$ cat src/rtl/pidl_pkg.sv
// ----------------------------------------------------------------------------
// pidl_pkg: shared types and codes for the positional insert/delete list
// Command and status codes, controller states and the command/status structs
// passed between the controller and the datapath.
// ----------------------------------------------------------------------------
package pidl_pkg;

  localparam int unsigned POS_W  = 7;
  localparam int unsigned DATA_W = 32;

  localparam logic [1:0] CMD_INSERT = 2'd0;
  localparam logic [1:0] CMD_DELETE = 2'd1;
  localparam logic [1:0] CMD_READ   = 2'd2;

  localparam logic [1:0] ST_OK    = 2'd0;
  localparam logic [1:0] ST_RANGE = 2'd1;
  localparam logic [1:0] ST_FULL  = 2'd2;
  localparam logic [1:0] ST_EMPTY = 2'd3;

  typedef enum logic [3:0] {
    S_IDLE,
    S_DECODE,
    S_INS_SHIFT,
    S_INS_LAST,
    S_INS_PUT,
    S_DEL_GRAB,
    S_DEL_SHIFT,
    S_DEL_FIN,
    S_READ,
    S_READ_FIN
  } state_t;

  // action applied to the RAM read data in the cycle after the read is issued
  typedef enum logic [2:0] {
    LAG_NONE,
    LAG_UP,
    LAG_DOWN,
    LAG_GRAB,
    LAG_EMIT
  } lag_t;

  typedef enum logic [2:0] {
    PTR_HOLD,
    PTR_INS,
    PTR_DEL,
    PTR_ZERO,
    PTR_INC,
    PTR_DEC
  } ptr_op_t;

  typedef struct packed {
    logic       latch;
    ptr_op_t    ptr_op;
    lag_t       lag;
    logic       put_new;
    logic       cnt_inc;
    logic       cnt_dec;
    logic       emit;
    logic [1:0] emit_status;
    logic       emit_got;
  } ctl_t;

  typedef struct packed {
    logic [1:0] cmd;
    logic       ins_ok;
    logic       del_ok;
    logic       full;
    logic       empty;
    logic       ins_shift;
    logic       del_tail;
    logic       at_pos;
    logic       at_last;
  } sts_t;

endpackage

$ cat src/rtl/positional_insert_delete_list.sv
// ----------------------------------------------------------------------------
// positional_insert_delete_list: ordered list of signed words
// Insert before a 1-based position, delete at a position, or stream all
// entries, over a fixed-capacity entry RAM.
// ----------------------------------------------------------------------------
// Usage:
//   A request (in_cmd, in_position, in_new_value) is taken on a clock edge
//   with start high and busy low. Results come out one per cycle on
//   out_status/out_data/out_last, each marked by a one-cycle out_valid
//   strobe; the receiver must take them as they come.
//   Entries are moved one per cycle through the single RAM read port, so the
//   busy time depends on how many entries move or are listed:
//     range/full/empty errors: answered from the decode step
//     insert: writes the new value at once with nothing to move, else shifts first
//     delete: grabs the deleted entry, then shifts the entries after it down
//     read-all: streams every entry, results coming one per cycle
//   The result of a request is registered and appears in the cycle after the cycle
//   that decides it; a read-all streams its words on back-to-back cycles.
//   Reset empties the list; RAM contents are not cleared and need no pass.
// ----------------------------------------------------------------------------
module positional_insert_delete_list #(
  parameter int unsigned CAPACITY = 64
) (
  input  logic                               clk,
  input  logic                               rst_n,
  input  logic                               start,
  output logic                               busy,
  input  logic [1:0]                         in_cmd,
  input  logic [pidl_pkg::POS_W-1:0]         in_position,
  input  logic signed [pidl_pkg::DATA_W-1:0] in_new_value,
  output logic                               out_valid,
  output logic [1:0]                         out_status,
  output logic signed [pidl_pkg::DATA_W-1:0] out_data,
  output logic                               out_last
);
  import pidl_pkg::*;

  ctl_t ctl;
  sts_t sts;

  pidl_ctrl u_ctrl (
    .clk   (clk),
    .rst_n (rst_n),
    .start (start),
    .busy  (busy),
    .sts   (sts),
    .ctl   (ctl)
  );

  pidl_dp #(
    .CAPACITY (CAPACITY)
  ) u_dp (
    .clk          (clk),
    .rst_n        (rst_n),
    .ctl          (ctl),
    .sts          (sts),
    .in_cmd       (in_cmd),
    .in_position  (in_position),
    .in_new_value (in_new_value),
    .out_valid    (out_valid),
    .out_status   (out_status),
    .out_data     (out_data),
    .out_last     (out_last)
  );

endmodule

$ cat src/rtl/pidl_ram.sv
// ----------------------------------------------------------------------------
// pidl_ram: generic simple dual-port RAM
// One write port and one read port, read data registered.
// ----------------------------------------------------------------------------
module pidl_ram #(
  parameter int unsigned WIDTH = 32,
  parameter int unsigned DEPTH = 64,
  parameter int unsigned AW    = (DEPTH > 1) ? $clog2(DEPTH) : 1
) (
  input  logic             clk,
  input  logic             we,
  input  logic [AW-1:0]    waddr,
  input  logic [WIDTH-1:0] wdata,
  input  logic [AW-1:0]    raddr,
  output logic [WIDTH-1:0] rdata
);

  logic [WIDTH-1:0] mem_r [DEPTH];
  logic [WIDTH-1:0] rdata_r;

  always_ff @(posedge clk) begin
    if (we) begin
      mem_r[waddr] <= wdata;
    end
    rdata_r <= mem_r[raddr];
  end

  assign rdata = rdata_r;

endmodule

$ cat src/rtl/pidl_ctrl.sv
// ----------------------------------------------------------------------------
// pidl_ctrl: command sequencer
// Decodes each request and steps the datapath through the shift, grab and
// stream passes, one RAM read per cycle.
// ----------------------------------------------------------------------------
module pidl_ctrl (
  input  logic          clk,
  input  logic          rst_n,
  input  logic          start,
  output logic          busy,
  input  pidl_pkg::sts_t sts,
  output pidl_pkg::ctl_t ctl
);
  import pidl_pkg::*;

  state_t state_r, state_nxt;

  always_ff @(posedge clk) begin
    if (!rst_n) begin
      state_r <= S_IDLE;
    end else begin
      state_r <= state_nxt;
    end
  end

  always_comb begin
    state_nxt = state_r;
    unique case (state_r)
      S_IDLE: begin
        if (start) state_nxt = S_DECODE;
      end
      S_DECODE: begin
        state_nxt = S_IDLE;
        case (sts.cmd)
          CMD_INSERT: begin
            if (sts.ins_ok && !sts.full) begin
              state_nxt = sts.ins_shift ? S_INS_SHIFT : S_INS_PUT;
            end
          end
          CMD_DELETE: begin
            if (sts.del_ok) state_nxt = S_DEL_GRAB;
          end
          CMD_READ: begin
            if (!sts.empty) state_nxt = S_READ;
          end
          default: state_nxt = S_IDLE;
        endcase
      end
      S_INS_SHIFT: begin
        if (sts.at_pos) state_nxt = S_INS_LAST;
      end
      S_INS_LAST:  state_nxt = S_INS_PUT;
      S_INS_PUT:   state_nxt = S_IDLE;
      S_DEL_GRAB:  state_nxt = sts.del_tail ? S_DEL_SHIFT : S_DEL_FIN;
      S_DEL_SHIFT: begin
        if (sts.at_last) state_nxt = S_DEL_FIN;
      end
      S_DEL_FIN:   state_nxt = S_IDLE;
      S_READ: begin
        if (sts.at_last) state_nxt = S_READ_FIN;
      end
      S_READ_FIN:  state_nxt = S_IDLE;
      default:     state_nxt = S_IDLE;
    endcase
  end

  always_comb begin
    ctl.latch       = 1'b0;
    ctl.ptr_op      = PTR_HOLD;
    ctl.lag         = LAG_NONE;
    ctl.put_new     = 1'b0;
    ctl.cnt_inc     = 1'b0;
    ctl.cnt_dec     = 1'b0;
    ctl.emit        = 1'b0;
    ctl.emit_status = ST_OK;
    ctl.emit_got    = 1'b0;
    unique case (state_r)
      S_IDLE: begin
        ctl.latch = start;
      end
      S_DECODE: begin
        case (sts.cmd)
          CMD_INSERT: begin
            if (!sts.ins_ok) begin
              ctl.emit        = 1'b1;
              ctl.emit_status = ST_RANGE;
            end else if (sts.full) begin
              ctl.emit        = 1'b1;
              ctl.emit_status = ST_FULL;
            end else if (sts.ins_shift) begin
              ctl.ptr_op = PTR_INS;
            end
          end
          CMD_DELETE: begin
            if (!sts.del_ok) begin
              ctl.emit        = 1'b1;
              ctl.emit_status = ST_RANGE;
            end else begin
              ctl.ptr_op = PTR_DEL;
            end
          end
          CMD_READ: begin
            if (sts.empty) begin
              ctl.emit        = 1'b1;
              ctl.emit_status = ST_EMPTY;
            end else begin
              ctl.ptr_op = PTR_ZERO;
            end
          end
          default: ctl.ptr_op = PTR_HOLD;
        endcase
      end
      S_INS_SHIFT: begin
        ctl.lag    = LAG_UP;
        ctl.ptr_op = sts.at_pos ? PTR_HOLD : PTR_DEC;
      end
      S_INS_LAST: begin
        ctl.lag = LAG_NONE;
      end
      S_INS_PUT: begin
        ctl.put_new = 1'b1;
        ctl.cnt_inc = 1'b1;
        ctl.emit    = 1'b1;
      end
      S_DEL_GRAB: begin
        ctl.lag    = LAG_GRAB;
        ctl.ptr_op = sts.del_tail ? PTR_INC : PTR_HOLD;
      end
      S_DEL_SHIFT: begin
        ctl.lag    = LAG_DOWN;
        ctl.ptr_op = sts.at_last ? PTR_HOLD : PTR_INC;
      end
      S_DEL_FIN: begin
        ctl.cnt_dec  = 1'b1;
        ctl.emit     = 1'b1;
        ctl.emit_got = 1'b1;
      end
      S_READ: begin
        ctl.lag    = LAG_EMIT;
        ctl.ptr_op = sts.at_last ? PTR_HOLD : PTR_INC;
      end
      S_READ_FIN: begin
        ctl.lag = LAG_NONE;
      end
      default: ctl.lag = LAG_NONE;
    endcase
  end

  assign busy = (state_r != S_IDLE);

endmodule

$ cat src/rtl/pidl_dp.sv
// ----------------------------------------------------------------------------
// pidl_dp: list datapath
// Entry RAM, entry count, walk pointer, lagged read action and the result
// register.
// ----------------------------------------------------------------------------
module pidl_dp #(
  parameter int unsigned CAPACITY = 64
) (
  input  logic                          clk,
  input  logic                          rst_n,
  input  pidl_pkg::ctl_t                ctl,
  output pidl_pkg::sts_t                sts,
  input  logic [1:0]                    in_cmd,
  input  logic [pidl_pkg::POS_W-1:0]    in_position,
  input  logic signed [pidl_pkg::DATA_W-1:0] in_new_value,
  output logic                          out_valid,
  output logic [1:0]                    out_status,
  output logic signed [pidl_pkg::DATA_W-1:0] out_data,
  output logic                          out_last
);
  import pidl_pkg::*;

  localparam int unsigned AW   = (CAPACITY > 1) ? $clog2(CAPACITY) : 1;
  localparam int unsigned CW   = $clog2(CAPACITY + 1);
  localparam int unsigned CMPW = POS_W + 1;

  logic [1:0]        cmd_r;
  logic [POS_W-1:0]  pos_r;
  logic [DATA_W-1:0] val_r;
  logic [CW-1:0]     count_r, count_nxt;
  logic [AW-1:0]     ptr_r, ptr_nxt;
  lag_t              lag_r;
  logic              lag_last_r;
  logic [AW-1:0]     rd_addr_r;
  logic [DATA_W-1:0] got_r;
  logic [DATA_W-1:0] got_now;
  logic [DATA_W-1:0] rd_data;

  logic [CMPW-1:0]   pos_x, cnt_x, pos_m1, cnt_m1;

  logic              we;
  logic [AW-1:0]     waddr;
  logic [DATA_W-1:0] wdata;

  logic              out_valid_r, out_valid_nxt;
  logic [1:0]        out_status_r, out_status_nxt;
  logic [DATA_W-1:0] out_data_r, out_data_nxt;
  logic              out_last_r, out_last_nxt;

  assign pos_x  = {1'b0, pos_r};
  assign cnt_x  = CMPW'(count_r);
  assign pos_m1 = pos_x - 1'b1;
  assign cnt_m1 = cnt_x - 1'b1;

  always_comb begin
    sts.cmd       = cmd_r;
    sts.ins_ok    = (pos_x != '0) && (pos_x <= cnt_x + 1'b1);
    sts.del_ok    = (pos_x != '0) && (pos_x <= cnt_x);
    sts.full      = (cnt_x == CMPW'(CAPACITY));
    sts.empty     = (cnt_x == '0);
    sts.ins_shift = (pos_x <= cnt_x);
    sts.del_tail  = (pos_x < cnt_x);
    sts.at_pos    = (ptr_r == pos_m1[AW-1:0]);
    sts.at_last   = (ptr_r == cnt_m1[AW-1:0]);
  end

  always_ff @(posedge clk) begin
    if (ctl.latch) begin
      cmd_r <= in_cmd;
      pos_r <= in_position;
      val_r <= in_new_value;
    end
  end

  always_comb begin
    case (ctl.ptr_op)
      PTR_INS:  ptr_nxt = cnt_m1[AW-1:0];
      PTR_DEL:  ptr_nxt = pos_m1[AW-1:0];
      PTR_ZERO: ptr_nxt = '0;
      PTR_INC:  ptr_nxt = ptr_r + 1'b1;
      PTR_DEC:  ptr_nxt = ptr_r - 1'b1;
      default:  ptr_nxt = ptr_r;
    endcase
  end

  always_comb begin
    count_nxt = count_r;
    if (ctl.cnt_inc) begin
      count_nxt = count_r + 1'b1;
    end else if (ctl.cnt_dec) begin
      count_nxt = count_r - 1'b1;
    end
  end

  always_ff @(posedge clk) begin
    if (!rst_n) begin
      count_r     <= '0;
      lag_r       <= LAG_NONE;
      out_valid_r <= 1'b0;
    end else begin
      count_r     <= count_nxt;
      lag_r       <= ctl.lag;
      out_valid_r <= out_valid_nxt;
    end
  end

  always_ff @(posedge clk) begin
    ptr_r        <= ptr_nxt;
    rd_addr_r    <= ptr_r;
    lag_last_r   <= sts.at_last;
    out_status_r <= out_status_nxt;
    out_data_r   <= out_data_nxt;
    out_last_r   <= out_last_nxt;
    if (lag_r == LAG_GRAB) begin
      got_r <= rd_data;
    end
  end

  always_comb begin
    we    = 1'b0;
    waddr = rd_addr_r;
    wdata = rd_data;
    if (lag_r == LAG_UP) begin
      we    = 1'b1;
      waddr = rd_addr_r + 1'b1;
    end else if (lag_r == LAG_DOWN) begin
      we    = 1'b1;
      waddr = rd_addr_r - 1'b1;
    end else if (ctl.put_new) begin
      we    = 1'b1;
      waddr = pos_m1[AW-1:0];
      wdata = val_r;
    end
  end

  pidl_ram #(
    .WIDTH (DATA_W),
    .DEPTH (CAPACITY),
    .AW    (AW)
  ) u_ram (
    .clk   (clk),
    .we    (we),
    .waddr (waddr),
    .wdata (wdata),
    .raddr (ptr_r),
    .rdata (rd_data)
  );

  assign got_now = (lag_r == LAG_GRAB) ? rd_data : got_r;

  always_comb begin
    out_valid_nxt  = 1'b0;
    out_status_nxt = ST_OK;
    out_data_nxt   = '0;
    out_last_nxt   = 1'b1;
    if (lag_r == LAG_EMIT) begin
      out_valid_nxt = 1'b1;
      out_data_nxt  = rd_data;
      out_last_nxt  = lag_last_r;
    end else if (ctl.emit) begin
      out_valid_nxt  = 1'b1;
      out_status_nxt = ctl.emit_status;
      out_data_nxt   = ctl.emit_got ? got_now : '0;
    end
  end

  assign out_valid  = out_valid_r;
  assign out_status = out_status_r;
  assign out_data   = out_data_r;
  assign out_last   = out_last_r;

  a_count_bound: assert property (@(posedge clk) disable iff (!rst_n)
    CW'(count_r) <= CW'(CAPACITY))
    else $error("entry count above capacity");

  a_one_writer: assert property (@(posedge clk) disable iff (!rst_n)
    !(((lag_r == LAG_UP) || (lag_r == LAG_DOWN)) && ctl.put_new))
    else $error("shift write and new-value write in the same cycle");

  a_one_emit: assert property (@(posedge clk) disable iff (!rst_n)
    !((lag_r == LAG_EMIT) && ctl.emit))
    else $error("two results in the same cycle");

  a_cnt_inc: assert property (@(posedge clk) disable iff (!rst_n)
    ctl.cnt_inc |=> (count_r == CW'($past(count_r) + 1'b1)))
    else $error("count did not advance on insert");

endmodule
$ cat config.mk
export PLATFORM = sky130hd
export DESIGN_NAME = positional_insert_delete_list
export DESIGN_NICKNAME = d
export VERILOG_FILES = /design/src/rtl/pidl_pkg.sv /design/src/rtl/positional_insert_delete_list.sv /design/src/rtl/pidl_ram.sv /design/src/rtl/pidl_ctrl.sv /design/src/rtl/pidl_dp.sv
export SDC_FILE = /design/constraint.sdc
export NUM_CORES = 2
export LEC_CHECK = 0
export CAP_MARGIN = 15
export CORE_ASPECT_RATIO = 1.1
export CORE_MARGIN = 8
export CORE_UTILIZATION = 35
export CTS_CLUSTER_DIAMETER = 60
export DETAILED_ROUTE_END_ITERATION = 7
export DONT_BUFFER_PORTS = 1
export PLACE_DENSITY = 0.52
export SYNTH_ARGS = -nofsm -noshare
export SYNTH_HDL_FRONTEND = slang
export SYNTH_HIERARCHICAL = 1
export SYNTH_SLANG_ARGS = --single-unit
$ cat constraint.sdc
create_clock -name clk -period 6.9 [get_ports clk]
set_input_delay 1.38 -clock clk [delete_from_list [all_inputs] [get_ports clk]]
set_output_delay 1.38 -clock clk [all_outputs]
set_load 0.005 [all_outputs]
==> metrics <==
hold buffer count at cts 0; combinational family with the most area after synthesis multiplexers; number of maximum-capacitance constraint violations 0; starting density of the core 35.1%; Setup Total Neg Slack 0 ps; delay of the slowest cell on the worst path 560 ps; drc violations 0; origin of the critical flop-to-flop path u_dp/count_r[0]; height of the die 534 um; critical path depth 20; combined area of the multi-input logic cells 0.0193 mm^2; # fillers 21.6k; final worst path period need 5300 ps; clock slew seen by the registers of the worst setup and hold paths 60 ps; layout overhead on the synthesized area 14.2%; final worst-path cycle share 76.8%; post-route standard cell area excluding fillers 0.0973 mm^2; placed wire-length estimate after detailed placement 133 mm; number of synthesis warnings 6; fin nets 4220; FF-to-FF End u_dp/ptr_r[4]; clock tree from TritonCTS done; pin count of the biggest net entering global routing 90; synthesized area 0.0852 mm^2; initial antenna violation count 13; number of buffer and inverter instances along the worst setup path 1; number of buffers created by CTS 231; Clock Sinks 2216; first-pass iteration count of the detailed router 8; worst-margin pin slew 1210 ps; type of origin of the critical path register; commonest register cell after synthesis edfxtp_1; FF+latch count, synth 2216; sum of routed wire length over all layers 227 mm; Area contributors post-synth edfxtp_1 (74%), mux4_2 (14%), dfxtp_1 (2.8%), mux2i_1 (1.2%), nor2_1 (0.74%); async set-or-reset flop fraction in the synthesized netlist 0%; residual overflow from global routing 0; leading area contributor after synthesis edfxtp_1; total global routing track utilization 17.2%; xor-xnor portion of the synthesized cell area 0.349%; placed instance area 0.0901 mm^2; sequential power share 52.9%; P_int 0.0223 W; Core Box Area 0.243 mm^2; area fraction of the dominant cell type after synthesis 73.8%; Register Area 0.0653 mm^2; cell at the slowest stage of the critical path dfxtp_1; class of the worst hold path reg2reg; final instance count without filler cells 7606; wire length of the first global-routing pass 323 mm; share of synthesized cell area in and, or, nand and nor gates 2.60%; final core utilization 40.1%; number of top-level pins 81; mean area per synthesized cell 21.4 um^2; DR WL/cell 29.8 um; Setup Crit Path Kind reg2reg; crit end category register; area of the die 0.260 mm^2; Yosys cell types 78; cell chosen for the clock root clkbuf_16; final hold viol count 0; count of input and output buffers 0; Clock Skew 43.5 ps; overall die width 486 um; number of enable-type register cells in the synthesized netlist 2095; CTS H-tree depth 4; placer congestion estimate 0.770; FF-to-FF path depth 20; synthesized net count 4057; cell breakdown of the critical path inv_2 > nor3_1 > nand3_1 > xnor2_1 > ha_1 > a2111oi_0 > a21oi_1 > o221ai_1 > and2_1 > nor3b_1 > a21oi_1 > o21ai_1 > nand3b_1 > xnor2_1 > ha_1 > or4_1 > mux2i_1 > xor2_1 > a211oi_1 > a21oi_1; Syn Inst Count 3984; portion of netlist area occupied by mux cells 16.0%; Cell Count Post-Placement 7177; layout cell share with drive strength beyond 1 26.0%; slack of the worst reg-to-reg path 1600 ps; Gate power share 5.9%; number of setup violations in the final report 0; largest vdd supply drop 0.000274 V; reported leakage power 30.5 nW; RSZ-0062 raised after global routing false; launch point of the critical path u_dp/count_r[0]; via count 40.9k; Data arrival, critical path 5910 ps; Switching Power 0.00648 W; buffers inserted by post-CTS timing repair 0; Worst Setup EP u_dp/ptr_r[4]; net switching share of the total power 22.5%; share of power burned in the clock network 41.2%; peak fanout along the critical path 9; arithmetic-cell share of the synthesized area counting full adders, half adders and majority gates 0.435%; highest attainable clock frequency 0.189 GHz; clock insertion delay at the later pin of the skew report 870 ps; result of the run finished clean; most repeated cell in the gate-level netlist after synthesis edfxtp_1; synthesized-area fraction occupied by ao, oa, aoi and oai cells 2.57%; synth cell count leaders edfxtp_1 (2095), mux4_2 (544), nor2_1 (167); sequential-to-total area share from yosys stat 76.7%; Max transition margin 19.2%; number of buffers on the longest clock path 3; routed vias/inst 5.38; violation count after the first detailed-routing iteration 4075; number of pins exceeding their max-slew limit in the final report 0; P per Cell Area 296 mW/mm^2; number of core rows 190; dominant cell type by count on the critical path a21oi_1; final antenna-violating net count 0; required time of the worst setup path 7510 ps; number of global-route vias before repair 41.9k; Resized Gates After CTS 0; Largest delay share family, worst path simple AND/OR/NAND/NOR gates
layer usage:
layer | part of all wire, % | track usage [%] | up-vias
met2 | 50 | 28.9 | 1283
li1 | - | - | 17023
met5 | 0 | 0 | -
met4 | 2.2 | 4.26 | 0
met3 | 5.5 | 2.53 | 276
met1 | 43 | 23.6 | 22329
sequential cells by signal, summed over array words and instances (netlist names):
name / flops
u_dp/u_ram/mem_r: 2048
u_dp/got_r: 32
u_dp/out_data: 32
u_dp/u_ram/rdata: 32
u_dp/val_r: 32
u_dp/count_r: 7
u_dp/pos_r: 7
u_dp/ptr_r: 6
u_dp/rd_addr_r: 6
u_ctrl/state_r: 4
u_dp/lag_r: 3
u_dp/cmd_r: 2
u_dp/out_status: 2
u_dp/lag_last_r: 1
u_dp/out_last: 1
u_dp/out_valid: 1
worst min-delay path by stage:
stage               depth (start not counted)           start                end
floorplan                                   0   u_dp/ptr_r[1]  u_dp/rd_addr_r[1]
global placement                            1   u_dp/got_r[3]      u_dp/got_r[3]
detailed placement                          1  u_dp/got_r[23]     u_dp/got_r[23]
CTS                                         1  u_dp/got_r[23]     u_dp/got_r[23]
global route                                1  u_dp/got_r[10]     u_dp/got_r[10]
finish                                      1  u_dp/got_r[24]     u_dp/got_r[24]
metrics by stage:
stage	power, W	setup slack, ps	hold WS, ps
floorplan	0.0164	1750	366
global placement	0.0172	1480	447
detailed placement	0.0172	1670	454
CTS	0.0291	1630	469
global route	0.0297	1160	484
finish	0.0288	1600	465
power groups by stage:
stage	sequential, W	clock [W]	combinational (W)
6_report	0.0152	0.0119	0.00170
3_5_place_dp	0.0155	0	0.00173
4_1_cts	0.0152	0.0121	0.00173
3_3_place_gp	0.0155	0	0.00170
2_1_floorplan	0.0155	0	0.000922
5_1_grt	0.0152	0.0127	0.00181
logic make-up after synthesis:
group	count (synthesis)
compound gates	315
xor+xnor	34
fa+ha+maj	29
buf+inv	244
flops	2216
mux	678
simple gates	468
layout by cell type, fill, tap and decap left out, drive strengths merged, types with 11 or more instances in the layout:
| cell type | netlist | final |
|---|---|---|
| nand2 | 138 | 138 |
| o221ai | 28 | 28 |
| nor2 | 167 | 167 |
| nor3 | 21 | 21 |
| edfxtp | 2095 | 2095 |
| nand2b | 20 | 20 |
| xor2 | 12 | 12 |
| inv | 19 | 31 |
| mux2i | 102 | 102 |
| nand3 | 23 | 23 |
| a32o | 33 | 33 |
| mux2 | 32 | 32 |
| o22ai | 88 | 88 |
| dfxtp | 121 | 121 |
| nor2b | 24 | 24 |
| ha | 28 | 28 |
| clkbuf | 94 | 317 |
| a22oi | 12 | 12 |
| a21oi | 85 | 85 |
| mux4 | 544 | 544 |
| clkinv | 0 | 84 |
| xnor2 | 22 | 22 |
| o21ai | 11 | 11 |
| buf | 131 | 155 |
area by class of cell:
type	instances	share of cell area, %
Sequential cell	2216	67.1
Tap cell	3264	4.20
Clock buffer	317	6.46
Antenna cell	2	0.00514
Clock inverter	109	0.941
Timing Repair Buffer	155	1.35
Inverter	19	0.0733
Multi-Input combinational cell	1524	19.9
Note: power is estimated with default switching activity, not from simulation.
